==> config.mk <==
export PLATFORM = sky130hd
export DESIGN_NAME = kce_div
export DESIGN_NICKNAME = d
export VERILOG_FILES = /design/src/hw/rtl/kce_pkg.sv /design/src/hw/rtl/kce_div.sv
export SDC_FILE = /design/constraint.sdc
export NUM_CORES = 1
export LEC_CHECK = 0
export BUFFER_PORTS_ARGS = -buffer_cell sky130_fd_sc_hd__buf_4
export CORE_MARGIN = 10
export CORE_UTILIZATION = 50
export CTS_CLUSTER_DIAMETER = 120
export DETAILED_ROUTE_END_ITERATION = 10
export PLACE_DENSITY = 0.72
export SLEW_MARGIN = 20
export SYNTH_ARGS = -nofsm -noshare
export SYNTH_HDL_FRONTEND = slang
export SYNTH_SLANG_ARGS = --single-unit
==> constraint.sdc <==
create_clock -name clock -period 4.8 [get_ports clock]
set_clock_uncertainty 0.05 [all_clocks]
set_input_delay 0.24 -clock clock [delete_from_list [all_inputs] [get_ports clock]]
set_output_delay 0.24 -clock clock [all_outputs]
set_load 0.02 [all_outputs]
==> src/hw/rtl/kce_pkg.sv <==
`default_nettype none
package kce_pkg;

   localparam int MAX_KEYS  = 64;
   localparam int FRAC_BITS = 16;
   localparam int SLOT_W    = $clog2(MAX_KEYS);
   localparam int COUNT_W   = 7;
   localparam int FX_W      = 32;

   // Segment position t runs from 0 to one inclusive.
   localparam int T_W       = FRAC_BITS + 1;
   // Divider works on positive 33-bit time differences.
   localparam int DIV_W     = FX_W + 1;
   // Shared multiplier operands, product and accumulator.
   localparam int MUL_A_W   = FX_W + 2;
   localparam int MUL_B_W   = T_W + 2;
   localparam int PROD_W    = MUL_A_W + MUL_B_W;
   localparam int ACC_W     = PROD_W + 3;

   localparam logic OP_WRITE = 1'b0;
   localparam logic OP_EVAL  = 1'b1;

   localparam logic CSR_INTERP_MODE = 1'b0;
   localparam logic CSR_KEY_COUNT   = 1'b1;

   localparam logic [1:0] MODE_NONE   = 2'd0;
   localparam logic [1:0] MODE_LINEAR = 2'd1;
   localparam logic [1:0] MODE_CUBIC  = 2'd2;
   localparam logic [1:0] MODE_TCB    = 2'd3;

   localparam logic [1:0] SRC_BASE   = 2'd0;
   localparam logic [1:0] SRC_HELD   = 2'd1;
   localparam logic [1:0] SRC_INTERP = 2'd2;

   typedef struct packed {
      logic                   operation;
      logic [SLOT_W-1:0]      slot;
      logic signed [FX_W-1:0] key_time;
      logic signed [FX_W-1:0] key_value;
      logic signed [FX_W-1:0] tangent_in;
      logic signed [FX_W-1:0] tangent_out;
      logic                   hold_flag;
      logic signed [FX_W-1:0] query_time;
      logic signed [FX_W-1:0] base_value;
   } req_type;

   typedef struct packed {
      logic signed [FX_W-1:0] curve_value;
      logic [1:0]             value_source;
   } rsp_type;

   typedef struct packed {
      logic signed [FX_W-1:0] key_time;
      logic signed [FX_W-1:0] key_value;
      logic signed [FX_W-1:0] tangent_in;
      logic signed [FX_W-1:0] tangent_out;
      logic                   hold_flag;
   } key_rec_type;

   localparam int REC_W = $bits(key_rec_type);

   typedef struct packed {
      logic                   cubic;
      logic [T_W-1:0]         t;
      logic signed [FX_W-1:0] v0;
      logic signed [FX_W-1:0] v1;
      logic signed [FX_W-1:0] tout;
      logic signed [FX_W-1:0] tin;
   } blend_req_type;

   typedef enum logic [3:0] {
      ST_IDLE,
      ST_LAST,
      ST_SEARCH,
      ST_NEXT,
      ST_HELD,
      ST_START,
      ST_DIV,
      ST_MUL,
      ST_DONE
   } ctrl_state_type;

endpackage
`default_nettype wire

==> src/hw/rtl/kce_div.sv <==
`default_nettype none
module kce_div (
   input  wire logic                          clock,
   input  wire logic                          reset,
   input  wire logic                          start,
   input  wire logic [kce_pkg::DIV_W-1:0]     num,
   input  wire logic [kce_pkg::DIV_W-1:0]     den,
   output logic                               done,
   output logic [kce_pkg::FRAC_BITS-1:0]      quot
);
   import kce_pkg::*;

   localparam int CNT_W = $clog2(FRAC_BITS);

   logic                 busy_ff, busy_in;
   logic                 done_ff, done_in;
   logic [CNT_W-1:0]     cnt_ff, cnt_in;
   logic [DIV_W-1:0]     rem_ff, rem_in;
   logic [DIV_W-1:0]     den_ff, den_in;
   logic [FRAC_BITS-1:0] quot_ff, quot_in;
   logic [DIV_W:0]       shifted;
   logic                 fits;
   logic                 last_step;

   // Restoring division, one quotient bit a cycle; the remainder stays below den.
   always_comb begin
      shifted   = {rem_ff, 1'b0};
      fits      = shifted >= {1'b0, den_ff};
      last_step = cnt_ff == CNT_W'(FRAC_BITS - 1);
      busy_in   = busy_ff;
      cnt_in    = cnt_ff;
      rem_in    = rem_ff;
      den_in    = den_ff;
      quot_in   = quot_ff;
      done_in   = busy_ff && last_step;
      if (start) begin
         busy_in = 1'b1;
         cnt_in  = '0;
         rem_in  = num;
         den_in  = den;
      end else if (busy_ff) begin
         rem_in  = fits ? DIV_W'(shifted - {1'b0, den_ff}) : DIV_W'(shifted);
         quot_in = {quot_ff[FRAC_BITS-2:0], fits};
         cnt_in  = cnt_ff + CNT_W'(1);
         if (last_step) begin
            busy_in = 1'b0;
         end
      end
   end

   always_ff @(posedge clock) begin
      if (reset) begin
         busy_ff <= 1'b0;
         done_ff <= 1'b0;
      end else begin
         busy_ff <= busy_in;
         done_ff <= done_in;
      end
      cnt_ff  <= cnt_in;
      rem_ff  <= rem_in;
      den_ff  <= den_in;
      quot_ff <= quot_in;
   end

   assign done = done_ff;
   assign quot = quot_ff;

endmodule
`default_nettype wire

# Yosys cells after proc, flatten, opt, wreduce, memory -nomap -nowiden
# Index checks and enable logic that the tools add are counted.
# word_totals
ff_bits	88
output_inout_bits	17
elab_cells	20
# op_classes
add_sub_neg	2
order_cmp	1
eq_ne	1
muxes	6
bitwise	1
n_reduce_logical	3
# op_table
op	n
33-bit 2-to-1 mux	3
34-bit by 33-bit >= comparator with 1-bit output	1
33-bit subtractor	1
4-bit by 1-bit adder with 4-bit output (second input constant)	1
4-bit equality test (second input constant)	1
1-bit 2-to-1 mux	3
2-bit AND reduction	1
2-bit nonzero test	1
1-bit logical AND	1
1-bit inverter	1

# Longest topological paths before layout
# Gate-level depths: netlist of the first run.
# depth
ltp_word	4
depth_mapped	13

# Worst setup path before layout of the first run
# Ideal clock, no wire load.
# synth_path
path_kind	register to register
from	register rem_ff[3]
to	register rem_ff[31] (data pin)
setup_ns	0.265
arrival_time_ns	2.560
path_slack_ns	1.924
stages_incl_launch_ff	11
path_buffers	0
period_less_slack_ns	2.876
path_cell_list	edfxtp_1 > ha_1 > a21o_1 > a31o_2 > o21ai_1 > o311a_1 > o221ai_1 > and2_1 > or4b_1 > a32oi_1 > o21ai_1
# synth_between
elab_chain_cells	4
# synth_rtl
item	line	text
start: declaration	kce_div.sv:18	logic [DIV_W-1:0] rem_ff, rem_in;
start signal: assignment	kce_div.sv:60	rem_ff <= rem_in;
33-bit subtractor / 34-bit by 33-bit >= comparator with 1-bit output (equally long branches)	kce_div.sv:42, kce_div.sv:28	
33-bit 2-to-1 mux (*)	kce_div.sv:42	rem_in = fits ? DIV_W'(shifted - {1'b0, den_ff}) : DIV_W'(shifted);
33-bit 2-to-1 mux (*)	kce_div.sv:41	end else if (busy_ff) begin
33-bit 2-to-1 mux (*)	kce_div.sv:36	if (start) begin
net rem_in[31]	kce_div.sv:18	
# Mark *: on every way through the listed nets, which the timed path passes. The rest lies on a longest branch. The select of a mux whose other input is x is not followed.
# A chain may end at the register's enable or synchronous reset.

# Worst setup path in the final report of the first run
# layout_path
from	register rem_ff[24]
to	register rem_ff[24] (data pin)
# layout_between
elab_chain_cells	4
# layout_rtl
item	line	text
34-bit by 33-bit >= comparator with 1-bit output	kce_div.sv:28	fits = shifted >= {1'b0, den_ff};
33-bit 2-to-1 mux	kce_div.sv:42	
33-bit 2-to-1 mux	kce_div.sv:41	
33-bit 2-to-1 mux	kce_div.sv:36	
net rem_in[24]	kce_div.sv:18	
# The timed path passes the listed nets, and every way through them passes these cells. The select of a mux whose other input is x is not followed.

==> metrics.csv, run 1 <==
stage;metric;value;unit
finish;final_common_cell;buf_4;
die;die_area;15450;µm²
worst_setup_path;critPathMaxFanout;36;
global_route;grt_pass1_vias;4306;
routing;drt-wirelength-per-cell;16.72;µm
logic_synthesis;yosysWarnings;0;
finish;nets;733;
clock_network;clock-root-buffer;clkbuf_8;
die;row_count;38;
die;die_h;124.3;µm
outcome;outcome;finished, final reports clean;
sta;fin_crit;3.658;ns
global_route;grt.overflow.total;0;
clock_network;h-tree-depth;3;
worst_setup_path;cp_cell_sequence;ha_1 -> a21oi_1 -> o21ai_0 -> a311oi_1 -> a211o_1 -> nand3_1 -> a41oi_4 -> nor2_1 -> a221o_1;
placement;pre_cts_slack;1.139;ns
clock_network;cts_tree;yes;
finish;syn_to_final_growth;23.99;%
global_route;gr-usage-all-layers;0.1642;
logic_synthesis;synth-edff-count;82;
worst_setup_path;cp-start-kind;flop;
routing;routed_wirelength;12.96;mm
routing;dr.pass1.iters;4;
routing;ant_nets;0;
logic_synthesis;netlist_top_cells_area;edfxtp_1, ha_1, a21oi_1;
worst_setup_path;crit_type;flop to flop;
logic_synthesis;synth-main-ff-cell;edfxtp_1;
routing;via_count;4270;
clock_network;clk_path_buf_depth;2;
job;drv_cap;0;
sta;worst_slack;1.142;ns
sta;setup_viol;0;
logic_synthesis;syn_inst;519;
worst_hold_path;hold-path-endpoint;rem_ff[31];
die;initial_core_util;0.5062;
worst_setup_path;cp.required;4.88;ns
pwr;powerDensity;449.1;nW/µm²
placement;port-buffer-count;85;
routing;drc;0;
sta;relSlewSlack;0.3640;
logic_synthesis;synth.distinct_cells;67;
worst_setup_path;rr_worst_depth;9;
sta;timing.fmax;0.2734;GHz
logic_synthesis;syn_avg_cell_area;10.48;µm²
die;core;10750;µm²
worst_setup_path;endpoint_kind;flop;
pwr;total_leakage_power;0.002802;µW
clock_network;clk_latency;0.38;ns
worst_setup_path;rr_endpoint;rem_ff[24];
worst_hold_path;min_path_cells;3;
placement;gp_congestion;0.8489;
die;die_w;124.3;µm
logic_synthesis;synth_seq_cells;88;
clock_network;clock-sinks;88;
worst_setup_path;crit_arrival;3.74;ns
sta;setup_tns;0;ns
logic_synthesis;syn_area;5439;µm²
worst_hold_path;hold_class;primary input to flop;
worst_setup_path;crit_path_start;rem_ff[24];
logic_synthesis;yosys.area.top_type;edfxtp_1;
routing;initialDrtViolationCount;285;
clock_network;clkSlewWorstSetupHoldPaths;0.09;ns
sta;rsz0062_at_grt;no;
global_route;grt_pass1_wl;21.03;mm
logic_synthesis;yosysSeqAreaShare;0.4748;
logic_synthesis;yosysTopAreaCellShare;0.4527;
sta;maxSlewViolCount;0;
logic_synthesis;synthArstFlopShare;0;
logic_synthesis;synthesis.nets;623;
worst_setup_path;crit_path_max_incr_delay;0.78;ns
routing;avgViaCountPerCell;5.510;
global_route;grt_start_max_net_pins;49;
worst_setup_path;reg2reg_from;rem_ff[24];
global_route;antenna_found_initial;1;
placement;place_hpwl;9.465;mm
worst_hold_path;worstHoldStart;num[31];
sta;hold_viol_final;0;
sta;timing.final.crit_share;0.7621;
finish;drive_gt1_frac;0.2098;
finish;final_cell_mix;buf_4, edfxtp_1, nand2_1, inv_1, a21oi_1;
worst_setup_path;ff2ff_setup_slack;1.14;ns
clock_network;cts_buffers;9;
worst_setup_path;crit_slowest_cell;a41oi_4;
sta;worstMarginPinSlew;0.9510;ns
die;ios;86;
pwr;peakVddDrop;0.2655;mV
## power breakdown
part           switching [µW]  total (µW)  internal [µW]
clock network             283         582            298
logic                     791        1390            599
registers                62.7        1060            995
total                    1140        3030           1890
## worst max-delay path, delay by kind of cell, from the launching register on
family                     cells  cell delay (ns)
AOI/OAI and AO/OA              6             2.08
and+or+nand+nor                2             0.50
adders and majority gates      1             0.37
DFF                            1             0.40
## layout make-up
type                    instances  area, µm²
diodes                          1      2.502
clock buffers                   9      123.9
clock inverters                 7      102.6
fillers                       899       4001
inverters                      44      165.2
multi-input cells             364       2591
flip-flops and latches         88       2582
well taps                     140      175.2
repair buffers                122       1001
## repair_timing
action | 4_1_cts | 5_1_grt
endpoints found under the hold margin | 35 | 0
buffers inserted | 0 | 0
hold buffers | 34 | 0
resized for setup | 0 | 0
## stage by stage
| stage | hold WS, ns | util | instances | instance area [µm²] | power (µW) |
|---|---|---|---|---|---|
| final | 0.08698 | 0.6276 | 775 | 6744 | 3029 |
| after global routing | 0.08562 | 0.6276 | 775 | 6744 | 3255 |
| after CTS | 0.06943 | 0.6274 | 774 | 6741 | 3042 |
| after detailed placement | 0.3655 | 0.5746 | 724 | 6175 | 2423 |
| after global placement | 0.3650 | 0.5746 | 724 | 6175 | 2395 |
| after floorplan | 0.2624 | - | 519 | 5439 | 2105 |
## synthesized netlist by cell type (6+ instances only)
cell type	count
xor2_1	10
nor2b_1	10
mux2i_1	6
a211oi_1	9
a31oi_1	6
ha_1	34
a21o_1	16
clkbuf_1	17
nand4_1	8
o21bai_1	7
nand3_1	10
inv_1	43
dfxtp_1	6
edfxtp_1	82
nor3b_1	6
mux2_2	15
nor2_1	24
o21ai_0	33
a21oi_1	41
xnor2_1	16
nand2_1	44
## state kept, by name (all words and copies together), names as in the netlist
signal / flops
done: 1
busy_ff: 1
den_ff: 33
rem_ff: 33
quot: 16
cnt_ff: 4
## per-layer routing
layer / track usage / wire [µm] / up-vias
met4: 0.07814 / 276 / 0
met1: 0.2188 / 6083 / 1990
met3: 0.03191 / 696 / 20
met5: 0 / 0 / -
li1: - / - / 2145
met2: 0.2503 / 5903 / 115
## kinds of logic after synthesis
| logic type | Yosys count | synth area share |
|---|---|---|
| AND/OR/NAND/NOR | 128 | 0.1173 |
| AO/OA/AOI/OAI | 154 | 0.1932 |
| buffers and inverters | 67 | 0.04877 |
| flip-flops | 88 | 0.4748 |
| adder cells (fa/ha/maj) | 35 | 0.08190 |
| multiplexers | 21 | 0.04210 |
| XOR/XNOR | 26 | 0.04187 |
## worst max path at each step
| stage | end | slack, ns | depth (start not counted) |
|---|---|---|---|
| after floorplan | rem_ff[31] | 1.92 | 10 |
| after global placement | rem_ff[12] | 1.24 | 9 |
| after detailed placement | rem_ff[24] | 1.14 | 9 |
| after CTS | rem_ff[24] | 1.11 | 9 |
| after global routing | rem_ff[4] | 0.89 | 11 |
| final | rem_ff[24] | 1.14 | 9 |
Note: power is estimated with default switching activity, not from simulation.
==> run 2: changes to the inputs <==
clock period = 3.56 ns   (was 4.8 ns; I/O delays follow)
==> run 2 against run 1 <==
  * Largest cell class unchanged
  * Final area shrank 0.50%
  * Combinational power grew 37%
  * Sequential share of layout area grew 0.19 points
  * Global-route usage grew 0.61 points
  * Clock-buffer cell count grew 2
  * Sequential power grew 35%
  * Die area is the same
  * Clock power grew 7.0%
  * Critical endpoint is now rem_ff[28]
  * Maximum frequency grew 8.1%
  * Hold slack lost 0.052 ns
  * Largest power group unchanged
==> metrics.csv, run 2 (synthesis results as in run 1) <==
stage;metric;value;unit
sta;setup_viol;0;
sta;timing.final.crit_share;0.9502;
sta;timing.fmax;0.2956;GHz
finish;syn_to_final_growth;23.37;%
global_route;grt.overflow.total;0;
placement;place_hpwl;9.511;mm
global_route;grt_start_max_net_pins;65;
worst_setup_path;cp_cell_sequence;ha_1 -> and3_1 -> nand4_1 -> a2111o_1 -> o211ai_2 -> a211oi_4 -> o311ai_1 -> a31oi_1 -> nor4b_2 -> a211oi_1;
sta;hold_viol_final;0;
finish;fin_cells;776;
clock_network;cts_buffers;9;
global_route;grt_pass1_vias;4454;
clock_network;clk_path_buf_depth;2;
worst_setup_path;cp-start-kind;flop;
die;ios;86;
global_route;gr-usage-all-layers;0.1703;
worst_setup_path;crit_slowest_cell;o311ai_1;
outcome;outcome;finished, final reports clean;
placement;place_area;6202;µm²
routing;drt-wirelength-per-cell;16.76;µm
routing;via_count;4282;
finish;final_common_cell;buf_4;
sta;worstMarginPinSlew;0.8688;ns
clock_network;cts_tree;yes;
worst_setup_path;critPathMaxFanout;7;
routing;dr.pass1.iters;4;
global_route;grt_pass1_wl;22.00;mm
clock_network;clk_latency;0.38;ns
sta;maxSlewViolCount;0;
worst_setup_path;endpoint_kind;flop;
clock_network;clkSlewWorstSetupHoldPaths;0.09;ns
finish;drive_gt1_frac;0.2107;
placement;dp_cells;726;
pwr;powerDensity;588.8;nW/µm²
sta;fin_crit;3.383;ns
finish;register_area;2582;µm²
routing;drt-met1-wl;6.084;mm
sta;rsz0062_at_grt;no;
clock_network;h-tree-depth;3;
placement;gp_congestion;0.8776;
clock_network;clock-root-buffer;clkbuf_8;
worst_setup_path;cp.required;3.63;ns
finish;multiInputGateArea;2594;µm²
routing;avgViaCountPerCell;5.518;
global_route;antenna_found_initial;0;
clock_network;clock-sinks;88;
job;drv_cap;0;
finish;nFillCells;917;
worst_hold_path;hold_class;primary input to flop;
die;die_w;124.3;µm
die;core;10750;µm²
sta;setup_tns;0;ns
routing;dr_wl_met2;6.015;mm
finish;antenna_cells;0;
pwr;total_leakage_power;0.002785;µW
routing;initialDrtViolationCount;218;
routing;routed_wirelength;13.01;mm
worst_setup_path;crit_type;flop to flop;
finish;nets;735;
placement;port-buffer-count;85;
finish;final_cell_mix;buf_4, edfxtp_1, nand2_1, inv_1, a21oi_1;
routing;wl_met3;727;µm
pwr;peakVddDrop;0.3837;mV
die;row_count;38;
sta;relSlewSlack;0.4208;
routing;ant_nets;0;
finish;final_area;6710;µm²
routing;top_layer;met4;
die;initial_core_util;0.5062;
die;die_area;15450;µm²
worst_setup_path;crit_path_max_incr_delay;0.53;ns
worst_setup_path;crit_arrival;3.45;ns
routing;drc;0;
clock_network;cts_resized;0;
die;die_h;124.3;µm
[run 2: cell count changes in the layout (fill, tap and decap cells not counted), moves of 2 or more]
| cell | delta |
|---|---|
| bufinv_16 | -2 |
| clkbuf_1 | +2 |
| clkinv_2 | +2 |
| inv_6 | -2 |
[run 2: critical path: cells and delay by family (launching register included)]
kind,cells,cell delay (ns)
AOI/OAI and AO/OA,6,1.49
and+or+nand+nor,3,0.75
DFF,1,0.42
adders and majority gates,1,0.41
[run 2: path summary, 6_finish.rpt]
path                            cells after the start          to  slack, ns  startpoint
worst max-delay path                               10  rem_ff[28]       0.18   rem_ff[9]
worst min-delay path                                3  rem_ff[25]       0.04     num[25]
worst max register to register                     10  rem_ff[28]       0.18   rem_ff[9]
worst min register to register                      0     quot[9]       0.41     quot[8]
[run 2: what timing repair did]
action,in CTS,in global routing
hold buffers,34,0
hold endpoints to repair,35,0
buffers inserted,0,0
[run 2: final cells by class]
cell class / count / share of cell area
clock buffer: 11 / 0.01958
clock inverter: 5 / 0.005034
inverter: 44 / 0.02461
multi-input combinational: 364 / 0.3865
sequential: 88 / 0.3849
tap: 140 / 0.02610
timing repair buffer: 124 / 0.1533
[run 2: power by group]
part	internal, µW	switching, µW	leakage, µW
Clock	253	370	0.0000793
Sequential	1340	88.3	0.000853
Combinational	830	1070	0.00185
[run 2: through the flow]
| step | power, µW | utilization | hold WS, ns | setup slack [ns] |
|---|---|---|---|---|
| 4_1_cts | 3959 | 0.6242 | 0.01367 | 0.2278 |
| 3_3_place_gp | 3267 | 0.5772 | 0.3008 | 0.2276 |
| 2_1_floorplan | 2838 | - | 0.2004 | 0.6843 |
| 5_1_grt | 4250 | 0.6245 | 0.03466 | 0.008516 |
| 6_report | 3951 | 0.6245 | 0.03507 | 0.1774 |
| 3_5_place_dp | 3294 | 0.5772 | 0.3073 | 0.2259 |
[run 2: metal layers]
metal  up-vias  track usage
li1       2137            -
met1      2023       0.2213
met2       108       0.2705
met3        14      0.04468
met4         0      0.05346
met5         -            0
==> run 3: changes to the inputs <==
PLACE_DENSITY = unset   (was 0.72)
PLACE_DENSITY_LB_ADDON = 0.15   (was unset)
==> run 3 against run 2 <==
  * Global-route usage fell by 0.28 points
  * Register-to-register slack improved by 0.08 ns
  * Sequential power barely moved
  * Non-clock buffer count rose by 3
  * Clock power rose by 16%
  * Combinational power barely moved
  * Hold slack got worse by 0.013 ns
  * Critical path type unchanged
  * Largest power group unchanged
==> metrics.csv, run 3 (synthesis results as in run 1) <==
stage;metric;value;unit
die;ios;86;
worst_setup_path;cp_cell_sequence;ha_1 -> a21o_1 -> a31o_2 -> o21ai_1 -> o311a_1 -> o221ai_1 -> and2_1 -> or4b_1 -> a32oi_1 -> o21ai_1;
placement;place_hpwl;9.600;mm
global_route;grt_pass1_wl;21.51;mm
finish;final_area;6756;µm²
worst_setup_path;crit_arrival;3.38;ns
placement;port-buffer-count;85;
routing;avgViaCountPerCell;5.537;
sta;timing.fmax;0.3029;GHz
global_route;grt_start_max_net_pins;43;
sta;hold_viol_final;0;
worst_setup_path;ff2ff_setup_slack;0.26;ns
pwr;powerDensity;598.1;nW/µm²
finish;final_cell_mix;buf_4, edfxtp_1, nand2_1, inv_1, a21oi_1;
global_route;grt.overflow.total;0;
routing;ant_nets;0;
pwr;power;4041;µW
pwr;total_leakage_power;0.002823;µW
finish;antenna_cells;0;
finish;drive_gt1_frac;0.2160;
job;drv_cap;0;
worst_setup_path;crit_type;flop to flop;
die;die_area;15450;µm²
worst_hold_path;min_path_cells;3;
sta;rsz0062_at_grt;no;
sta;timing.final.crit_share;0.9273;
worst_setup_path;reg2reg_from;rem_ff[3];
finish;syn_to_final_growth;24.22;%
worst_hold_path;worstHoldStart;num[0];
die;die_h;124.3;µm
finish;final_common_cell;buf_4;
global_route;antenna_found_initial;0;
die;die_w;124.3;µm
placement;gp_congestion;0.8942;
worst_setup_path;cp.required;3.63;ns
sta;setup_tns;0;ns
finish;fin_cells;779;
clock_network;h-tree-depth;3;
sta;fin_crit;3.301;ns
clock_network;clk_latency;0.39;ns
sta;maxSlewViolCount;0;
die;core;10750;µm²
clock_network;clock-root-buffer;clkbuf_8;
worst_setup_path;critPathMaxFanout;5;
routing;initialDrtViolationCount;265;
clock_network;clock-sinks;88;
pwr;peakVddDrop;0.3102;mV
worst_setup_path;rr_worst_depth;10;
die;initial_core_util;0.5062;
die;row_count;38;
worst_hold_path;hold_class;primary input to flop;
worst_setup_path;endpoint_kind;flop;
sta;setup_viol;0;
global_route;grt_pass1_vias;4492;
routing;routed_wirelength;12.90;mm
clock_network;cts_tree;yes;
clock_network;cts_buffers;9;
worst_setup_path;crit_top_cell;o21ai_1;
worst_setup_path;crit_path_max_incr_delay;0.50;ns
worst_setup_path;crit_slowest_cell;or4b_1;
routing;via_count;4313;
placement;place_area;6212;µm²
clock_network;postCtsSetupBuffers;0;
worst_setup_path;cp-start-kind;flop;
finish;nFillCells;921;
worst_setup_path;rr_endpoint;rem_ff[31];
clock_network;cts_resized;0;
routing;drc;0;
routing;drt-wirelength-per-cell;16.56;µm
outcome;outcome;finished, final reports clean;
sta;hold-worst-slack;0.02239;ns
finish;nets;738;
clock_network;clkSlewWorstSetupHoldPaths;0.09;ns
worst_hold_path;hold-path-endpoint;rem_ff[0];
clock_network;clk_path_buf_depth;2;
routing;dr.pass1.iters;4;
global_route;gr-usage-all-layers;0.1675;
sta;worstMarginPinSlew;0.8790;ns
placement;dp_cells;729;
sta;relSlewSlack;0.4140;
## run 3: changes by cell type in the layout (fill, tap and decap cells not counted), sizes merged
cell and delta:
clkinvlp -2, inv +2, clkbuf -1, bufinv +1, buf +3
## run 3: final cells by class
cell class / instances / area [µm²] / area share
Sequential cell: 88 / 2582 / 0.3822
Inverter: 44 / 165.2 / 0.02444
Tap cell: 140 / 175.2 / 0.02593
Clock inverter: 6 / 66.31 / 0.009815
Timing Repair Buffer: 127 / 1039 / 0.1537
Clock buffer: 10 / 137.6 / 0.02037
Multi-Input combinational cell: 364 / 2591 / 0.3835
## run 3: critical path: cells and delay by family, from the launching register on
kind	cells	cell delay [ns]
compound gates	7	1.46
simple gates	2	0.75
flops	1	0.40
fa+ha+maj	1	0.38
## run 3: worst max-delay path by stage
stage	from	endpoint	slack, ns	depth (start not counted)
after floorplan	rem_ff[3]	rem_ff[31]	0.68	10
after global placement	rem_ff[3]	rem_ff[31]	0.36	10
after detailed placement	rem_ff[3]	rem_ff[31]	0.29	10
after CTS	rem_ff[3]	rem_ff[31]	0.27	10
after global routing	rem_ff[3]	rem_ff[31]	0.09	10
final	rem_ff[3]	rem_ff[31]	0.26	10
## run 3: routing by layer
metal	part of all wire	global-route usage	routed length, µm
met1	0.45	0.2046	5818
met2	0.48	0.2730	6145
met3	0.053	0.04851	685
met4	0.019	0.06443	249
met5	0	0	0
## run 3: timing repair
item / in CTS / in global routing
hold endpoints to repair: 35 / 0
setup endpoints to repair: 0 / 0
hold buffers: 34 / 0
## run 3: stage by stage
stage | setup WS [ns] | utilization
finish | 0.2589 | 0.6288
global route | 0.08706 | 0.6288
CTS | 0.2656 | 0.6288
detailed placement | 0.2895 | 0.5781
global placement | 0.3551 | 0.5781
floorplan | 0.6843 | -
## run 3: report_power, final
group	switching (µW)	leakage [µW]	total, µW	internal (µW)
logic	1070	0.00186	1890	827
clock network	375	0.000107	722	347
registers	85.5	0.000853	1430	1340
