## src/hw/rtl/kce_pkg.sv

```systemverilog
`default_nettype none
package kce_pkg;

   localparam int MAX_KEYS  = 64;
   localparam int FRAC_BITS = 16;
   localparam int SLOT_W    = $clog2(MAX_KEYS);
   localparam int COUNT_W   = 7;
   localparam int FX_W      = 32;

   // Segment position t runs from 0 to one inclusive.
   localparam int T_W       = FRAC_BITS + 1;
   // Divider works on positive 33-bit time differences.
   localparam int DIV_W     = FX_W + 1;
   // Shared multiplier operands, product and accumulator.
   localparam int MUL_A_W   = FX_W + 2;
   localparam int MUL_B_W   = T_W + 2;
   localparam int PROD_W    = MUL_A_W + MUL_B_W;
   localparam int ACC_W     = PROD_W + 3;

   localparam logic OP_WRITE = 1'b0;
   localparam logic OP_EVAL  = 1'b1;

   localparam logic CSR_INTERP_MODE = 1'b0;
   localparam logic CSR_KEY_COUNT   = 1'b1;

   localparam logic [1:0] MODE_NONE   = 2'd0;
   localparam logic [1:0] MODE_LINEAR = 2'd1;
   localparam logic [1:0] MODE_CUBIC  = 2'd2;
   localparam logic [1:0] MODE_TCB    = 2'd3;

   localparam logic [1:0] SRC_BASE   = 2'd0;
   localparam logic [1:0] SRC_HELD   = 2'd1;
   localparam logic [1:0] SRC_INTERP = 2'd2;

   typedef struct packed {
      logic                   operation;
      logic [SLOT_W-1:0]      slot;
      logic signed [FX_W-1:0] key_time;
      logic signed [FX_W-1:0] key_value;
      logic signed [FX_W-1:0] tangent_in;
      logic signed [FX_W-1:0] tangent_out;
      logic                   hold_flag;
      logic signed [FX_W-1:0] query_time;
      logic signed [FX_W-1:0] base_value;
   } req_type;

   typedef struct packed {
      logic signed [FX_W-1:0] curve_value;
      logic [1:0]             value_source;
   } rsp_type;

   typedef struct packed {
      logic signed [FX_W-1:0] key_time;
      logic signed [FX_W-1:0] key_value;
      logic signed [FX_W-1:0] tangent_in;
      logic signed [FX_W-1:0] tangent_out;
      logic                   hold_flag;
   } key_rec_type;

   localparam int REC_W = $bits(key_rec_type);

   typedef struct packed {
      logic                   cubic;
      logic [T_W-1:0]         t;
      logic signed [FX_W-1:0] v0;
      logic signed [FX_W-1:0] v1;
      logic signed [FX_W-1:0] tout;
      logic signed [FX_W-1:0] tin;
   } blend_req_type;

   typedef enum logic [3:0] {
      ST_IDLE,
      ST_LAST,
      ST_SEARCH,
      ST_NEXT,
      ST_HELD,
      ST_START,
      ST_DIV,
      ST_MUL,
      ST_DONE
   } ctrl_state_type;

endpackage
`default_nettype wire

```

## src/hw/rtl/kce_ctrl.sv

```systemverilog
`default_nettype none
module kce_ctrl (
   input  wire logic                             clock,
   input  wire logic                             reset,
   input  wire logic                             req_valid,
   output logic                                  req_ready,
   input  wire kce_pkg::req_type                 req_data,
   output logic                                  rsp_valid,
   input  wire logic                             rsp_ready,
   output kce_pkg::rsp_type                      rsp_data,
   input  wire logic [1:0]                       mode,
   input  wire logic [kce_pkg::COUNT_W-1:0]      key_count,
   output logic                                  ram_we,
   output logic [kce_pkg::SLOT_W-1:0]            ram_waddr,
   output logic [kce_pkg::REC_W-1:0]             ram_wdata,
   output logic [kce_pkg::SLOT_W-1:0]            ram_raddr,
   input  wire logic [kce_pkg::REC_W-1:0]        ram_rdata,
   output logic                                  div_start,
   output logic [kce_pkg::DIV_W-1:0]             div_num,
   output logic [kce_pkg::DIV_W-1:0]             div_den,
   input  wire logic                             div_done,
   input  wire logic [kce_pkg::FRAC_BITS-1:0]    div_quot,
   output logic                                  blend_start,
   output kce_pkg::blend_req_type                blend_req,
   input  wire logic                             blend_done,
   input  wire logic signed [kce_pkg::FX_W-1:0]  blend_value
);
   import kce_pkg::*;

   localparam logic [T_W-1:0] T_ONE = T_W'(1) << FRAC_BITS;

   ctrl_state_type state_ff, state_in;
   logic signed [FX_W-1:0] q_ff, q_in;
   logic [SLOT_W-1:0]      last_ff, last_in, lo_ff, lo_in, hi_ff, hi_in;
   logic [SLOT_W-1:0]      mid_ff, mid_in, idx_ff, idx_in;
   logic signed [FX_W-1:0] t1_ff, t1_in, v1_ff, v1_in, tin_ff, tin_in;
   logic signed [FX_W-1:0] v0_ff, v0_in, tout_ff, tout_in;
   logic                   cubic_ff, cubic_in;
   logic [T_W-1:0]         t_ff, t_in;
   rsp_type                res_ff, res_in;
   logic                   rsp_valid_ff, rsp_valid_in;
   rsp_type                rsp_data_ff, rsp_data_in;

   key_rec_type            rec, wrec;
   logic                   accept, eval_none, q_nonpos, at_end, go_hi;
   logic [COUNT_W-1:0]     n_sat;
   logic [SLOT_W-1:0]      last_c, lo_nx, hi_nx, mid_nx, after_addr;
   logic [SLOT_W:0]        pair_sum;
   logic                   search_more, idx_last;
   logic signed [DIV_W-1:0] num, den;
   logic                   den_nonpos, num_nonpos, num_ge, frac_mid, out_free;

   assign rec       = key_rec_type'(ram_rdata);
   assign req_ready = state_ff == ST_IDLE;
   assign accept    = req_valid && req_ready;
   assign out_free  = !rsp_valid_ff || rsp_ready;

   always_comb begin
      n_sat     = (key_count > COUNT_W'(MAX_KEYS)) ? COUNT_W'(MAX_KEYS) : key_count;
      last_c    = SLOT_W'(n_sat - COUNT_W'(1));
      eval_none = mode == MODE_NONE || key_count == '0;
      q_nonpos  = req_data.query_time <= 0;
      at_end    = q_ff >= rec.key_time;
      go_hi     = rec.key_time > q_ff;
   end

   // Search window after this cycle's compare, and the next probe.
   always_comb begin
      lo_nx = lo_ff;
      hi_nx = hi_ff;
      if (state_ff == ST_LAST) begin
         lo_nx = '0;
         hi_nx = last_ff;
      end else if (state_ff == ST_SEARCH) begin
         lo_nx = go_hi ? lo_ff : mid_ff;
         hi_nx = go_hi ? mid_ff : hi_ff;
      end
      pair_sum    = {1'b0, lo_nx} + {1'b0, hi_nx};
      mid_nx      = pair_sum[SLOT_W:1];
      search_more = (hi_nx - lo_nx) > SLOT_W'(1);
      idx_last    = lo_nx == last_ff;
      after_addr  = idx_last ? lo_nx : lo_nx + SLOT_W'(1);
   end

   always_comb begin
      num        = DIV_W'(q_ff) - DIV_W'(rec.key_time);
      den        = DIV_W'(t1_ff) - DIV_W'(rec.key_time);
      den_nonpos = den <= 0;
      num_nonpos = num <= 0;
      num_ge     = num >= den;
      frac_mid   = !num_nonpos && !num_ge;
   end

   always_comb begin
      state_in = state_ff;
      unique case (state_ff)
         ST_IDLE: begin
            if (accept && req_data.operation == OP_EVAL) begin
               if (eval_none) begin
                  state_in = ST_DONE;
               end else if (q_nonpos) begin
                  state_in = ST_HELD;
               end else begin
                  state_in = ST_LAST;
               end
            end
         end
         ST_LAST: begin
            if (at_end) begin
               state_in = ST_HELD;
            end else if (search_more) begin
               state_in = ST_SEARCH;
            end else begin
               state_in = idx_last ? ST_HELD : ST_NEXT;
            end
         end
         ST_SEARCH: begin
            if (search_more) begin
               state_in = ST_SEARCH;
            end else begin
               state_in = idx_last ? ST_HELD : ST_NEXT;
            end
         end
         ST_NEXT:  state_in = rec.hold_flag ? ST_HELD : ST_START;
         ST_HELD:  state_in = ST_DONE;
         ST_START: begin
            if (den_nonpos) begin
               state_in = ST_DONE;
            end else if (frac_mid) begin
               state_in = ST_DIV;
            end else begin
               state_in = ST_MUL;
            end
         end
         ST_DIV:   state_in = div_done ? ST_MUL : ST_DIV;
         ST_MUL:   state_in = blend_done ? ST_DONE : ST_MUL;
         ST_DONE:  state_in = out_free ? ST_IDLE : ST_DONE;
         default:  state_in = ST_IDLE;
      endcase
   end

   always_comb begin
      wrec.key_time    = req_data.key_time;
      wrec.key_value   = req_data.key_value;
      wrec.tangent_in  = req_data.tangent_in;
      wrec.tangent_out = req_data.tangent_out;
      wrec.hold_flag   = req_data.hold_flag;
      ram_we       = accept && req_data.operation == OP_WRITE;
      ram_waddr    = req_data.slot;
      ram_wdata    = wrec;
      ram_raddr    = idx_ff;
      q_in         = q_ff;
      last_in      = last_ff;
      lo_in        = lo_nx;
      hi_in        = hi_nx;
      mid_in       = mid_ff;
      idx_in       = idx_ff;
      t1_in        = t1_ff;
      v1_in        = v1_ff;
      tin_in       = tin_ff;
      v0_in        = v0_ff;
      tout_in      = tout_ff;
      cubic_in     = cubic_ff;
      t_in         = t_ff;
      res_in       = res_ff;
      div_start    = 1'b0;
      blend_start  = 1'b0;
      rsp_valid_in = rsp_valid_ff && !rsp_ready;
      rsp_data_in  = rsp_data_ff;
      unique case (state_ff)
         ST_IDLE: begin
            q_in     = req_data.query_time;
            last_in  = last_c;
            cubic_in = mode == MODE_CUBIC;
            res_in.curve_value  = req_data.base_value;
            res_in.value_source = SRC_BASE;
            ram_raddr = q_nonpos ? '0 : last_c;
            idx_in    = q_nonpos ? '0 : last_c;
         end
         ST_LAST, ST_SEARCH: begin
            if (state_ff == ST_LAST && at_end) begin
               ram_raddr = last_ff;
               idx_in    = last_ff;
            end else if (search_more) begin
               ram_raddr = mid_nx;
               mid_in    = mid_nx;
            end else begin
               ram_raddr = after_addr;
               idx_in    = lo_nx;
            end
         end
         ST_NEXT: begin
            t1_in  = rec.key_time;
            v1_in  = rec.key_value;
            tin_in = rec.tangent_in;
         end
         ST_HELD: begin
            res_in.curve_value  = rec.key_value;
            res_in.value_source = SRC_HELD;
         end
         ST_START: begin
            v0_in   = rec.key_value;
            tout_in = rec.tangent_out;
            res_in.curve_value  = rec.key_value;
            res_in.value_source = SRC_HELD;
            t_in        = num_nonpos ? '0 : T_ONE;
            div_start   = !den_nonpos && frac_mid;
            blend_start = !den_nonpos && !frac_mid;
         end
         ST_DIV: begin
            if (div_done) begin
               t_in        = {1'b0, div_quot};
               blend_start = 1'b1;
            end
         end
         ST_MUL: begin
            if (blend_done) begin
               res_in.curve_value  = blend_value;
               res_in.value_source = SRC_INTERP;
            end
         end
         ST_DONE: begin
            if (out_free) begin
               rsp_valid_in = 1'b1;
               rsp_data_in  = res_ff;
            end
         end
         default: begin
            res_in = res_ff;
         end
      endcase
   end

   assign div_num = num;
   assign div_den = den;

   always_comb begin
      blend_req.cubic = cubic_ff;
      blend_req.t     = t_ff;
      blend_req.v0    = v0_ff;
      blend_req.v1    = v1_ff;
      blend_req.tout  = tout_ff;
      blend_req.tin   = tin_ff;
   end

   always_ff @(posedge clock) begin
      if (reset) begin
         state_ff     <= ST_IDLE;
         rsp_valid_ff <= 1'b0;
      end else begin
         state_ff     <= state_in;
         rsp_valid_ff <= rsp_valid_in;
      end
      q_ff        <= q_in;
      last_ff     <= last_in;
      lo_ff       <= lo_in;
      hi_ff       <= hi_in;
      mid_ff      <= mid_in;
      idx_ff      <= idx_in;
      t1_ff       <= t1_in;
      v1_ff       <= v1_in;
      tin_ff      <= tin_in;
      v0_ff       <= v0_in;
      tout_ff     <= tout_in;
      cubic_ff    <= cubic_in;
      t_ff        <= t_in;
      res_ff      <= res_in;
      rsp_data_ff <= rsp_data_in;
   end

   assign rsp_valid = rsp_valid_ff;
   assign rsp_data  = rsp_data_ff;

endmodule
`default_nettype wire
```

## config.mk

```make
export PLATFORM = sky130hd
export DESIGN_NAME = kce_ctrl
export DESIGN_NICKNAME = d
export VERILOG_FILES = /design/src/hw/rtl/kce_pkg.sv /design/src/hw/rtl/kce_ctrl.sv
export SDC_FILE = /design/constraint.sdc
export NUM_CORES = 1
export LEC_CHECK = 0
export BUFFER_PORTS_ARGS = -buffer_cell sky130_fd_sc_hd__buf_4
export CAP_MARGIN = 25
export CORE_AREA = 10 10 296 298
export CTS_CLUSTER_SIZE = 25
export DETAILED_ROUTE_END_ITERATION = 10
export DIE_AREA = 0 0 306 308
export GPL_TIMING_DRIVEN = 0
export PLACE_DENSITY = 0.5
export SYNTH_ARGS = -nofsm -noshare
export SYNTH_HDL_FRONTEND = slang
export SYNTH_SLANG_ARGS = --single-unit
export TNS_END_PERCENT = 100
```

## constraint.sdc

```tcl
create_clock -name clock -period 22.7 [get_ports clock]
set_clock_uncertainty 0.2 [all_clocks]
set_input_delay 3.405 -clock clock [delete_from_list [all_inputs] [get_ports clock]]
set_output_delay 3.405 -clock clock [all_outputs]
set_load 0.02 [all_outputs]
```

Word-level counts from Yosys, hierarchy flattened:

Index checks and enable logic that the tools add are counted.

* register bits: 313

* reduce and logical (&&, ||, !) cells: 29
* mux-type cells: 38
* equality and inequality tests: 14
* magnitude comparators: 8
* bitwise operators: 2
* add/subtract/negate cells: 6

Operators with widths (count)
* one-hot mux 34 bit (3 select lines): 1
* two-way mux 6 bit: 13
* less-or-equal comparator 33 x 1 -> 1 bit (second input constant): 2
* subtractor 32 x 32 -> 33 bit: 2
* one-hot mux 4 bit (9 select lines): 1
* two-way mux 17 bit: 2
* two-way mux 34 bit: 1
* one-hot mux 17 bit (2 select lines): 1
* >= comparator 33 bit: 1
* >= comparator 32 bit: 1
* greater-than comparator 32 bit: 1
* less-or-equal comparator 32 x 1 -> 1 bit (second input constant): 1
* one-hot mux 6 bit (2 select lines): 2
* two-way mux 4 bit: 5
* equality test 4 x 3 -> 1 bit (second input constant): 4
* two-way mux 3 bit: 4
* equality test 4 x 2 -> 1 bit (second input constant): 2
* logical AND 1 bit: 8
* AND reduction 2 bit: 4
* adder 6 x 6 -> 7 bit: 1
* greater-than comparator 7 bit (second input constant): 1
* logical NOT 7 bit: 1
* two-way mux 1 bit: 7
* adder 6 x 1 -> 6 bit (second input constant): 1
* other kinds (20): 30

Logic depth before layout (Yosys ltp):

Gate-level depths: netlist (run 1).

* depth in word-level cells: 9
* depth in mapped cells: 25

Worst setup path before layout (run 1):

OpenSTA, ideal clock, no wires.

* kind: input -> output
* start point: in ram_rdata[111] (netlist bit)
* end point: out ram_raddr[5] (netlist bit)
* slack: 11.000 ns
* arrival: 8.095 ns
* cell stages on the path: 23
* path buffers: 3
* cell sequence: inv_1 ha_1 buf_6 a21o_1 a31o_1 a211o_1 o221ai_2 o211a_1 clkbuf_1 nand2_1 nor2_1 a21oi_1 o21ai_0 ha_1 a21oi_1 o21bai_1 nor4_1 nor2b_1 a211oi_1 nor2_1 clkbuf_1 o21ai_0 o21ai_1

* cells in the longest elaborated chain, start to end: 9
* elaborated cells on any way between the ends: 18
* classes of those cells: add/sub: 3; order compare: 3; eq/ne: 1; mux: 10; reduce/logical: 1

Ends and longest elaborated chain
* start, declared: line kce_ctrl.sv:17 `input wire logic [kce_pkg::REC_W-1:0] ram_rdata,`
* greater-than comparator 32 bit (*): line kce_ctrl.sv:64 `go_hi = rec.key_time > q_ff;`
* two-way mux 6 bit (*): line kce_ctrl.sv:76 `hi_nx = go_hi ? mid_ff : hi_ff;`
* two-way mux 6 bit (*): line kce_ctrl.sv:74 `end else if (state_ff == ST_SEARCH) begin`
* two-way mux 6 bit (*): line kce_ctrl.sv:71 `if (state_ff == ST_LAST) begin`
* via hi_in[1]: line kce_ctrl.sv:34 `logic [SLOT_W-1:0] last_ff, last_in, lo_ff, lo_in, hi_ff, hi_in;`
* subtractor 6 bit: line kce_ctrl.sv:80 `search_more = (hi_nx - lo_nx) > SLOT_W'(1);`
* greater-than comparator 6 x 1 -> 1 bit: line kce_ctrl.sv:80
* two-way mux 6 bit (*): line kce_ctrl.sv:184 `end else if (search_more) begin`
* two-way mux 6 bit (*): line kce_ctrl.sv:181 `if (state_ff == ST_LAST && at_end) begin`
* one-hot mux 6 bit (2 select lines) (*): line kce_ctrl.sv:170 `unique case (state_ff)`
* end, declared: line kce_ctrl.sv:16 `output logic [kce_pkg::SLOT_W-1:0] ram_raddr,`

Mark *: on every way through the listed nets, which the timed path passes. The rest lies on a longest branch.

Worst setup path after layout (run 1):

* start point: in ram_rdata[101] (netlist bit)
* end point: out ram_raddr[2] (netlist bit)

The elaborated chain is that of the path after synthesis.

==> flow_metrics.py, run 1 <==
metrics = {
    "power": {
        "leakage_nw": 11.24,
        "p_comb_share_pct": 33.5,
        "ir_drop_v": 0.00004407,
        "intPower_mw": 1.306,
        "p_switching_mw": 0.7134,
        "clkPwrFrac_pct": 31.5,
        "cellPowerDensity_nw_per_um2": 77.27,
        "switching_share_pct": 35.34,
        "p_seq_share_pct": 35.0,
    },
    "drt": {
        "first_pass_iters": 5,
        "drt_wl_total_um": 83880,
        "drt-vias-per-instance": 4.667,
        "via_count": 16560,
        "postRouteAntennaNets": 0,
        "post_drt_wl_per_cell_um": 23.64,
        "drtIter0Drc": 1418,
        "post-route-drc-count": 0,
    },
    "sta": {
        "setup_viol": 0,
        "fmax_mhz": 77.09,
        "max-slew-margin-rel_pct": 35.21,
        "fin_setup_tns_ns": 0,
        "period_needed_ns": 12.97,
        "slew_violations": 0,
        "tightest_slew_ns": 0.9645,
        "final_hold_viol_count": 0,
        "fin_crit_sh_pct": 57.15,
        "final_critical_path_setup_slack_ns": 9.728,
        "rsz0062_at_grt": "false",
    },
    "layout": {
        "layout.nets": 2949,
        "drive_above_1_share_pct": 36.61,
        "ff_latch_area_sq_um": 9229,
        "multi_input_area_sq_um": 7395,
        "postLayoutCoreUtil_pct": 32.03,
        "num-fill-cells": 8389,
        "syn_to_final_growth_pct": 42.20,
    },
    "worst_setup_path": {
        "slowest_stage": "o21ai_0",
        "path_cells": "buf_4 -> inv_1 -> ha_1 -> a21oi_1 -> o21ai_0 -> a211o_1 -> o221ai_2 -> o211a_1 -> clkbuf_1 -> nand2_1 -> nor2_1 -> a21oi_1 -> o21ai_0 -> ha_1 -> a21oi_1 -> o21bai_1 -> nor4_1 -> nor2b_1 -> a211oi_1 -> nor2_1 -> clkbuf_1 -> mux2i_1 -> o21ai_1 -> buf_4",
        "endpoint_kind": "output port",
        "cp.required_ns": 19.10,
        "worstSetupPathType": "input port to output port",
        "crit_top_cell": "a21oi_1",
        "cp-start-kind": "input port",
        "worstPathArrival_ns": 9.37,
        "max_stage_delay_ns": 0.59,
        "critPathMaxFanout": 10,
    },
    "cts": {
        "insertion_delay_ns": 0.59,
        "clkTransAtPathRegs_ns": 0.06,
        "post_cts_resized": 0,
        "cts_setup_buffers": 0,
        "cts_tree": "built",
        "postCtsHoldBufs": 0,
        "clock_sinks": 313,
        "htreeDepth": 2,
        "cts_buffers": 41,
        "cts_buffer_depth": 3,
        "cts_root_buffer": "clkbuf_16",
    },
    "synth": {
        "syn_avg_cell_area_sq_um": 10.60,
        "synthCells": 1733,
        "synthFlopType": "edfxtp_1",
        "synth_nets": 2240,
        "yosysSeqAreaShare_pct": 50.22,
        "yosysWarnings": 0,
        "synth_area_sq_um": 18380,
        "synth-edff-count": 296,
        "ys_ff_latch": 313,
        "yosysUniqueCellTypes": 81,
        "async_flop_share_pct": 0,
    },
    "die": {
        "initial_core_util_pct": 22.52,
        "core_area_sq_um": 81580,
        "die_width_um": 306,
        "dieArea_sq_um": 94250,
        "io_pins": 784,
        "die_h_um": 308,
        "rows": 105,
    },
    "placement": {
        "numPortBuffers": 648,
        "pre_cts_ws_ns": 9.710,
        "dp_hpwl_um": 71280,
        "place_congestion": 0.8678,
    },
    "grt": {
        "grt_util_met3_pct": 4.111,
        "gr-usage-all-layers_pct": 16.65,
        "grt-busiest-layer": "met2",
        "grt_pass1_vias": 16790,
        "use_met1_pct": 21.54,
        "antenna_found_initial": 5,
        "overflow": 0,
        "grt_max_degree": 65,
        "grt_use_met2_pct": 27.65,
        "grt_pass1_wl_um": 117700,
    },
    "run": {
        "cap_violations": 0,
    },
    "hold_path": {
        "min_path_type": "flip-flop to flip-flop",
    },
    "run_status": {
        "outcome": "completed",
    },
}
## cell usage in the layout (no fill, tap or decap), types with 8 or more instances in the layout
cell / instances
nand2_1: 107
a211oi_1: 20
nor4_1: 18
a21o_1: 48
or3_1: 12
dfxtp_1: 17
buf_6: 13
o22ai_1: 37
o21ai_1: 10
a222oi_1: 8
and3_1: 26
o31ai_1: 8
edfxtp_1: 296
nor2b_1: 17
o21a_1: 11
xnor2_1: 36
nor3_1: 20
nand2b_1: 22
a21oi_1: 144
nand4_1: 29
buf_4: 786
and2_1: 9
xor2_1: 25
o21ai_0: 107
o21bai_1: 13
clkbuf_16: 41
clkbuf_1: 63
a211o_1: 9
nor2_1: 105
ha_1: 111
nand3_1: 15
a31oi_1: 8
mux2i_1: 8
inv_1: 120
## cell families (layout without fill, tap and decap cells)
group,count (synthesis),in the layout,share of synthesized area [%]
XOR/XNOR,62,62,2.996
other,0,3,0
AND/OR/NAND/NOR,414,414,11.32
AO/OA/AOI/OAI,489,489,17.11
multiplexers,13,13,0.7422
adder cells (fa/ha/maj),115,115,7.994
buffers and inverters,327,1069,9.608
flip-flops,313,313,50.22
## area by class of cell
class	count	share of cell area, %
sequential	313	35.32
multi-input combinational	1093	28.30
timing repair buffer	666	19.44
tap	1070	5.124
buffer	205	5.004
clock buffer	55	4.319
inverter	122	1.753
clock inverter	21	0.7183
antenna	3	0.02873
## flip-flops by register name, summed over array words and instances (netlist names), 17 cells and up
name      flops
rsp_data     34
t1_ff        32
tin_ff       32
v1_ff        32
t_ff         17
q_ff         32
tout_ff      32
v0_ff        32
res_ff       34
## through the flow
step | std cells | total power [mW] | hold WS (ns) | area [sq um]
after detailed placement | 3468 | 1.393 | 0.2054 | 24800
after CTS | 3544 | 2.041 | 0.2139 | 26120
final | 3548 | 2.019 | 0.2137 | 26130
after global placement | 3451 | 1.381 | 0.2012 | 24580
after global routing | 3548 | 2.128 | 0.2256 | 26130
after floorplan | 1733 | 1.114 | 0.2003 | 18380
## layer usage
| metal | wire (um) | vias to the layer above |
|---|---|---|
| met5 | 13 | - |
| met4 | 1566 | 2 |
| met3 | 5753 | 77 |
| met2 | 40480 | 605 |
| met1 | 36060 | 8169 |
| li1 | - | 7707 |
## Yosys cell counts, drive strengths merged (6+ instances only)
library cell / n / share of area (%)
a2111oi: 8 / 0.42
a211o: 9 / 0.43
a211oi: 23 / 1.0
a21boi: 7 / 0.29
a21o: 48 / 2.0
a21oi: 144 / 3.9
a222oi: 8 / 0.44
a31oi: 9 / 0.34
and2: 10 / 0.34
and3: 28 / 0.98
and4: 6 / 0.29
buf: 151 / 6.0
clkbuf: 54 / 1.1
dfxtp: 17 / 1.9
edfxtp: 296 / 48
ha: 111 / 7.6
inv: 122 / 2.5
mux2i: 8 / 0.44
nand2: 107 / 2.2
nand2b: 22 / 0.75
nand3: 15 / 0.41
nand4: 30 / 1.1
nor2: 105 / 2.1
nor2b: 17 / 0.58
nor3: 22 / 0.60
nor4: 19 / 0.68
o211ai: 8 / 0.38
o21a: 11 / 0.45
o21ai: 117 / 3.2
o21bai: 13 / 0.53
o22ai: 37 / 1.3
o31ai: 8 / 0.33
or3: 12 / 0.41
xnor2: 37 / 1.8
xor2: 25 / 1.2
## final timing paths
check                               startpoint            to  slack, ns  cells past startpoint
worst min register to register      res_ff[31]  rsp_data[31]       0.21                      0
worst min-delay path                res_ff[31]  rsp_data[31]       0.21                      0
worst max-delay path            ram_rdata[101]  ram_raddr[2]       9.73                     24
worst max register to register        q_ff[14]     idx_ff[4]      15.94                     22
## power groups by stage
stage	Combinational [mW]	Sequential, mW	Clock (mW)
2_1_floorplan	0.400	0.713	0
3_3_place_gp	0.662	0.719	0
3_5_place_dp	0.675	0.718	0
4_1_cts	0.677	0.706	0.658
5_1_grt	0.737	0.710	0.681
6_report	0.676	0.706	0.636
## critical path: cells and delay by family
family / cells / cell delay (ns)
AO/OA/AOI/OAI: 11 / 2.41
AND/OR/NAND/NOR: 5 / 1.30
buffers and inverters: 5 / 1.24
adder cells (fa/ha/maj): 2 / 0.71
multiplexers: 1 / 0.29
Power figures use the tool's default switching activity.
==> inputs of run 2 (changes only) <==
--- a/config.mk
+++ b/config.mk
@@ -5,14 +5,15 @@
 export SDC_FILE = /design/constraint.sdc
 export NUM_CORES = 1
 export LEC_CHECK = 0
+export ABC_AREA = 1
 export BUFFER_PORTS_ARGS = -buffer_cell sky130_fd_sc_hd__buf_4
 export CAP_MARGIN = 25
-export CORE_AREA = 10 10 296 298
+export CORE_AREA = 10 10 293 295
 export CTS_CLUSTER_SIZE = 25
 export DETAILED_ROUTE_END_ITERATION = 10
-export DIE_AREA = 0 0 306 308
+export DIE_AREA = 0 0 303 305
 export GPL_TIMING_DRIVEN = 0
-export PLACE_DENSITY = 0.5
+export PLACE_DENSITY = 0.52
 export SYNTH_ARGS = -nofsm -noshare
 export SYNTH_HDL_FRONTEND = slang
 export SYNTH_SLANG_ARGS = --single-unit
==> constraint.sdc (replaced) <==
create_clock -name clock -period 10.5 [get_ports clock]
set_clock_uncertainty 0.2 [all_clocks]
set_input_delay 1.575 -clock clock [delete_from_list [all_inputs] [get_ports clock]]
set_output_delay 1.575 -clock clock [all_outputs]
set_load 0.02 [all_outputs]
==> run 2 against run 1 <==
Compared with the run above: synthesized cell count grew 12%; sequential cell count unchanged; non-clock buffer count shrank 64; register-to-register slack got worse by 11 ns; power is 130% higher; first-iteration DRC count fell by 19%; clock power up 130%; sequential share of layout area up 0.15 points; final cell count is 5.1% higher; critical path type unchanged; largest cell class unchanged.
==> flow_metrics.py, run 2 <==
metrics = {
    "run_status": {
        "outcome": "completed",
    },
    "drt": {
        "via_count": 16000,
        "first_pass_iters": 5,
        "post-route-drc-count": 0,
        "drt_wl_total_um": 79880,
        "post_drt_wl_per_cell_um": 21.43,
        "postRouteAntennaNets": 0,
        "drtIter0Drc": 1150,
        "drt-vias-per-instance": 4.292,
    },
    "worst_setup_path": {
        "r2r_start": "t1_ff[0]",
        "worstPathArrival_ns": 6.83,
        "endpoint_kind": "output port",
        "timing.critical_path.from": "ram_rdata[97]",
        "cp.required_ns": 8.73,
        "worstSetupPathType": "input port to output port",
        "critPathMaxFanout": 4,
        "cp-start-kind": "input port",
    },
    "cts": {
        "clkTransAtPathRegs_ns": 0.06,
        "cts_buffer_depth": 3,
        "htreeDepth": 2,
        "insertion_delay_ns": 0.58,
        "post_cts_resized": 0,
        "cts_setup_buffers": 0,
        "clock_sinks": 313,
        "cts_tree": "built",
        "postCtsHoldBufs": 0,
        "cts_buffers": 41,
        "cts_root_buffer": "clkbuf_16",
    },
    "die": {
        "rows": 104,
        "die_h_um": 305,
        "io_pins": 784,
        "core_area_sq_um": 79900,
        "die_width_um": 303,
        "initial_core_util_pct": 22.81,
        "dieArea_sq_um": 92420,
    },
    "hold_path": {
        "min-delay-start": "res_ff[25]",
        "min_path_type": "flip-flop to flip-flop",
    },
    "grt": {
        "gr-usage-all-layers_pct": 16.38,
        "overflow": 0,
        "antenna_found_initial": 7,
        "grt_pass1_wl_um": 112000,
        "grt_pass1_vias": 16140,
        "grt_max_degree": 34,
    },
    "layout": {
        "final_cell_area_sq_um": 26020,
        "layout.nets": 3142,
        "syn_to_final_growth_pct": 42.80,
        "drive_above_1_share_pct": 34.46,
        "final_cell_mix": "784 x buf_4, 406 x nand2_1, 296 x edfxtp_1",
        "num-fill-cells": 8426,
        "mostFrequentLayoutCell": "buf_4",
    },
    "synth": {
        "yosysTopAreaCellShare_pct": 48.78,
        "yosysWarnings": 0,
        "synthCells": 1935,
        "yosysSeqAreaShare_pct": 50.65,
        "synth_nets": 2442,
        "synthTopCellsByCount": "406 x nand2_1, 296 x edfxtp_1, 282 x inv_1",
        "yosysUniqueCellTypes": 53,
        "synth-edff-count": 296,
        "syn_avg_cell_area_sq_um": 9.417,
        "synth_area_sq_um": 18220,
        "yosysMostFrequentCell": "nand2_1",
        "post-synth-top-area-cell": "edfxtp_1",
        "synthFlopType": "edfxtp_1",
        "async_flop_share_pct": 0,
        "synthTopCellsByArea": "edfxtp_1 49%, nand2_1 8.4%, ha_1 7.6%",
        "ys_ff_latch": 313,
    },
    "placement": {
        "dp_hpwl_um": 67620,
        "numPortBuffers": 648,
        "pre_cts_ws_ns": 1.918,
        "placed_area_sq_um": 24640,
        "place_congestion": 0.9130,
    },
    "power": {
        "cellPowerDensity_nw_per_um2": 180.2,
        "ir_drop_v": 0.0001178,
        "leakage_nw": 12.06,
    },
    "sta": {
        "period_needed_ns": 8.609,
        "tightest_slew_ns": 0.9031,
        "setup_viol": 0,
        "final_hold_viol_count": 0,
        "fin_setup_tns_ns": 0,
        "final_critical_path_setup_slack_ns": 1.891,
        "rsz0062_at_grt": "false",
        "fmax_mhz": 116.2,
        "max-slew-margin-rel_pct": 38.95,
        "slew_violations": 0,
        "fin_crit_sh_pct": 81.99,
    },
    "run": {
        "cap_violations": 0,
    },
}
-- run 2: cell families after synthesis --
group,Yosys count,synth area share [%]
simple gates,785,19.51
buf+inv,440,11.89
flops,313,50.65
compound gates,217,6.756
fa+ha+maj,115,8.061
xor+xnor,64,3.076
mux,1,0.05493
-- run 2: final cells by class --
class	instances	area [sq um]	share of cell area, %
flip-flops and latches	313	9229	35.47
well taps	1060	1326	5.097
plain buffers	150	1074	4.126
multi-input cells	1182	6875	26.42
clock inverters	27	297.8	1.144
clock buffers	48	1084	4.164
repair buffers	657	5040	19.37
inverters	290	1094	4.203
diodes	1	2.502	0.009617
-- run 2: power breakdown --
part	leakage [nW]	total [mW]	switching, mW	internal [mW]
sequential	2.92	1.54	0.0409	1.50
combinational	8.47	1.69	1.08	0.610
clock	0.672	1.46	0.596	0.868
-- run 2: layer usage --
layer | GRT usage [%] | up-vias | wire, um
met2 | 27.42 | 493 | 38720
met5 | 0 | - | 68
met1 | 20.64 | 7641 | 33950
met3 | 4.686 | 80 | 5859
li1 | - | 7778 | -
met4 | 3.369 | 10 | 1278
-- run 2: path summary, 6_finish.rpt --
kind | slack [ns] | endpoint | cells after the start
worst min register to register | 0.22 | rsp_data[25] | 0
worst max register to register | 4.66 | state_ff[0] | 28
worst max-delay path | 1.89 | blend_start | 27
worst min-delay path | 0.22 | rsp_data[25] | 0
-- run 2: through the flow --
stage	hold slack [ns]	cells	power (mW)	utilization [%]
2_1_floorplan	0.2003	1935	2.616	-
3_3_place_gp	0.2007	3643	3.233	30.56
3_5_place_dp	0.2072	3652	3.248	30.84
4_1_cts	0.2124	3727	4.734	32.57
5_1_grt	0.2152	3728	4.962	32.57
6_report	0.2153	3728	4.689	32.57
-- run 2: worst max-delay path, stage by stage --
cell,delay (ns)
buf_4,0.10
ha_1,0.13
inv_1,0.06
fa_1,0.39
nand2_1,0.07
inv_1,0.05
nand2_1,0.05
nand2_1,0.12
a21boi_0,0.48
o21ai_1,0.25
a21oi_1,0.27
xor2_1,0.36
inv_1,0.12
ha_1,0.33
a21oi_1,0.15
nand3b_1,0.12
a21oi_1,0.07
nor4_1,0.34
nand2_1,0.20
nand2_1,0.10
nand2_1,0.08
a21oi_1,0.17
mux2i_1,0.31
nand3_1,0.24
a21oi_1,0.44
inv_1,0.08
buf_4,0.18
==> inputs of run 3 (changes only) <==
--- a/config.mk
+++ b/config.mk
@@ -8,12 +8,12 @@
 export ABC_AREA = 1
 export BUFFER_PORTS_ARGS = -buffer_cell sky130_fd_sc_hd__buf_4
 export CAP_MARGIN = 25
-export CORE_AREA = 10 10 293 295
+export CORE_AREA = 10 10 295 297
 export CTS_CLUSTER_SIZE = 25
 export DETAILED_ROUTE_END_ITERATION = 10
-export DIE_AREA = 0 0 303 305
+export DIE_AREA = 0 0 305 307
 export GPL_TIMING_DRIVEN = 0
-export PLACE_DENSITY = 0.52
+export PLACE_DENSITY = 0.5
 export SYNTH_ARGS = -nofsm -noshare
 export SYNTH_HDL_FRONTEND = slang
 export SYNTH_SLANG_ARGS = --single-unit
==> constraint.sdc (replaced) <==
create_clock -name clock -period 9 [get_ports clock]
set_clock_uncertainty 0.2 [all_clocks]
set_input_delay 1.35 -clock clock [delete_from_list [all_inputs] [get_ports clock]]
set_output_delay 1.35 -clock clock [all_outputs]
set_load 0.02 [all_outputs]
==> run 3 against run 2 <==
Compared with the run above: register-to-register slack worse by 0.94 ns; clock power is 14% higher; critical path depth is the same; non-clock buffer count is 2 higher; routed wire length is 2.2% higher; sequential cell count unchanged; setup slack worse by 0.50 ns; via count is 0.11% higher; design area up 0.13%; core utilization decreased by 0.53 points; die area up 1.3%; power up 16%; critical path type unchanged; largest power group unchanged.
==> flow_metrics.py, run 3 (synthesis gave the netlist of run 2 again) <==
metrics = {
    "run_status": {
        "outcome": "completed",
    },
    "layout": {
        "mostFrequentLayoutCell": "buf_4",
        "layout.nets": 3143,
        "ff_latch_area_sq_um": 9229,
        "num-fill-cells": 8496,
        "final_cell_area_sq_um": 26060,
        "layoutNonFillerInstCount": 3739,
        "syn_to_final_growth_pct": 42.98,
        "drive_above_1_share_pct": 34.42,
        "multi_input_area_sq_um": 6875,
        "final_cell_mix": "784 x buf_4, 406 x nand2_1, 296 x edfxtp_1",
    },
    "placement": {
        "placed_area_sq_um": 24720,
        "place_congestion": 0.9042,
        "dp_hpwl_um": 69580,
        "post-place-cells": 3664,
        "pre_cts_ws_ns": 1.288,
        "numPortBuffers": 648,
    },
    "sta": {
        "final_critical_path_setup_slack_ns": 1.391,
        "fin_crit_sh_pct": 84.55,
        "fmax_mhz": 131.4,
        "rsz0062_at_grt": "false",
        "tightest_slew_ns": 0.8261,
        "max-slew-margin-rel_pct": 44.93,
        "period_needed_ns": 7.609,
        "final_hold_viol_count": 0,
        "fin_setup_tns_ns": 0,
        "slew_violations": 0,
        "setup_viol": 0,
    },
    "drt": {
        "drtIter0Drc": 1139,
        "first_pass_iters": 5,
        "drt-vias-per-instance": 4.285,
        "postRouteAntennaNets": 0,
        "post-route-drc-count": 0,
        "via_count": 16020,
        "post_drt_wl_per_cell_um": 21.82,
        "drt_wl_total_um": 81600,
    },
    "power": {
        "switching_share_pct": 36.46,
        "p_seq_share_pct": 33.1,
        "cellPowerDensity_nw_per_um2": 208.3,
        "leakage_nw": 12.07,
        "intPower_mw": 3.449,
        "p_comb_share_pct": 36.3,
        "clkPwrFrac_pct": 30.6,
        "ir_drop_v": 0.0001153,
        "p_switching_mw": 1.979,
    },
    "hold_path": {
        "min_path_type": "flip-flop to flip-flop",
    },
    "worst_setup_path": {
        "max_stage_delay_ns": 0.43,
        "worstPathArrival_ns": 6.06,
        "cp.required_ns": 7.45,
        "path_buf_inv": 6,
        "worstSetupPathType": "input port to output port",
        "critPathMaxFanout": 4,
        "endpoint_kind": "output port",
        "crit_family": "compound AO/OA/AOI/OAI gates",
        "crit_top_cell": "nand2_1",
        "cp-start-kind": "input port",
        "slowest_stage": "a21oi_1",
    },
    "die": {
        "rows": 105,
        "die_h_um": 307,
        "core_area_sq_um": 81320,
        "initial_core_util_pct": 22.41,
        "io_pins": 784,
        "dieArea_sq_um": 93640,
        "die_width_um": 305,
    },
    "cts": {
        "clkTransAtPathRegs_ns": 0.06,
        "clock_sinks": 313,
        "cts_buffer_depth": 3,
        "cts_root_buffer": "clkbuf_16",
        "postCtsHoldBufs": 0,
        "cts_setup_buffers": 0,
        "cts_buffers": 40,
        "htreeDepth": 2,
        "post_cts_resized": 0,
        "cts_tree": "built",
        "insertion_delay_ns": 0.57,
    },
    "grt": {
        "overflow": 0,
        "grt_pass1_vias": 16150,
        "antenna_found_initial": 9,
        "gr-usage-all-layers_pct": 16.31,
        "grt_pass1_wl_um": 113100,
        "grt_max_degree": 35,
    },
    "run": {
        "cap_violations": 0,
    },
}
-- run 3: layer usage --
metal	global-route usage [%]	up-vias	part of all wire (%)
li1	-	7803	-
met1	20.41	7546	42
met2	26.91	573	48
met3	5.196	86	8.4
met4	3.991	12	2.1
met5	0	-	0.086
-- run 3: cell type report --
class	count	share of cell area (%)
Multi-Input combinational cell	1182	26.39
Clock inverter	25	1.028
Sequential cell	313	35.42
Antenna cell	2	0.01921
Clock buffer	48	4.077
Buffer	150	4.120
Tap cell	1070	5.138
Timing Repair Buffer	659	19.61
Inverter	290	4.197
-- run 3: power groups by stage --
stage	Clock, mW	Combinational, mW	Sequential [mW]
floorplan	0	1.23	1.82
global placement	0	1.95	1.83
detailed placement	0	1.97	1.83
CTS	1.71	1.98	1.79
global route	1.76	2.18	1.80
finish	1.66	1.97	1.80
-- run 3: final timing paths --
| path | start | end | slack [ns] | cells after the start |
|---|---|---|---|---|
| max | ram_rdata[97] | blend_start | 1.39 | 27 |
| max reg2reg | t1_ff[0] | state_ff[0] | 3.72 | 28 |
| min | res_ff[31] | rsp_data[31] | 0.21 | 0 |
| min reg2reg | res_ff[31] | rsp_data[31] | 0.21 | 0 |
-- run 3: per-stage QoR --
stage	hold slack (ns)	util, %	power [mW]
after floorplan	0.2003	-	3.052
after global placement	0.2018	30.04	3.780
after detailed placement	0.2045	30.40	3.794
after CTS	0.2171	32.03	5.477
after global routing	0.2241	32.04	5.744
final	0.2144	32.04	5.427
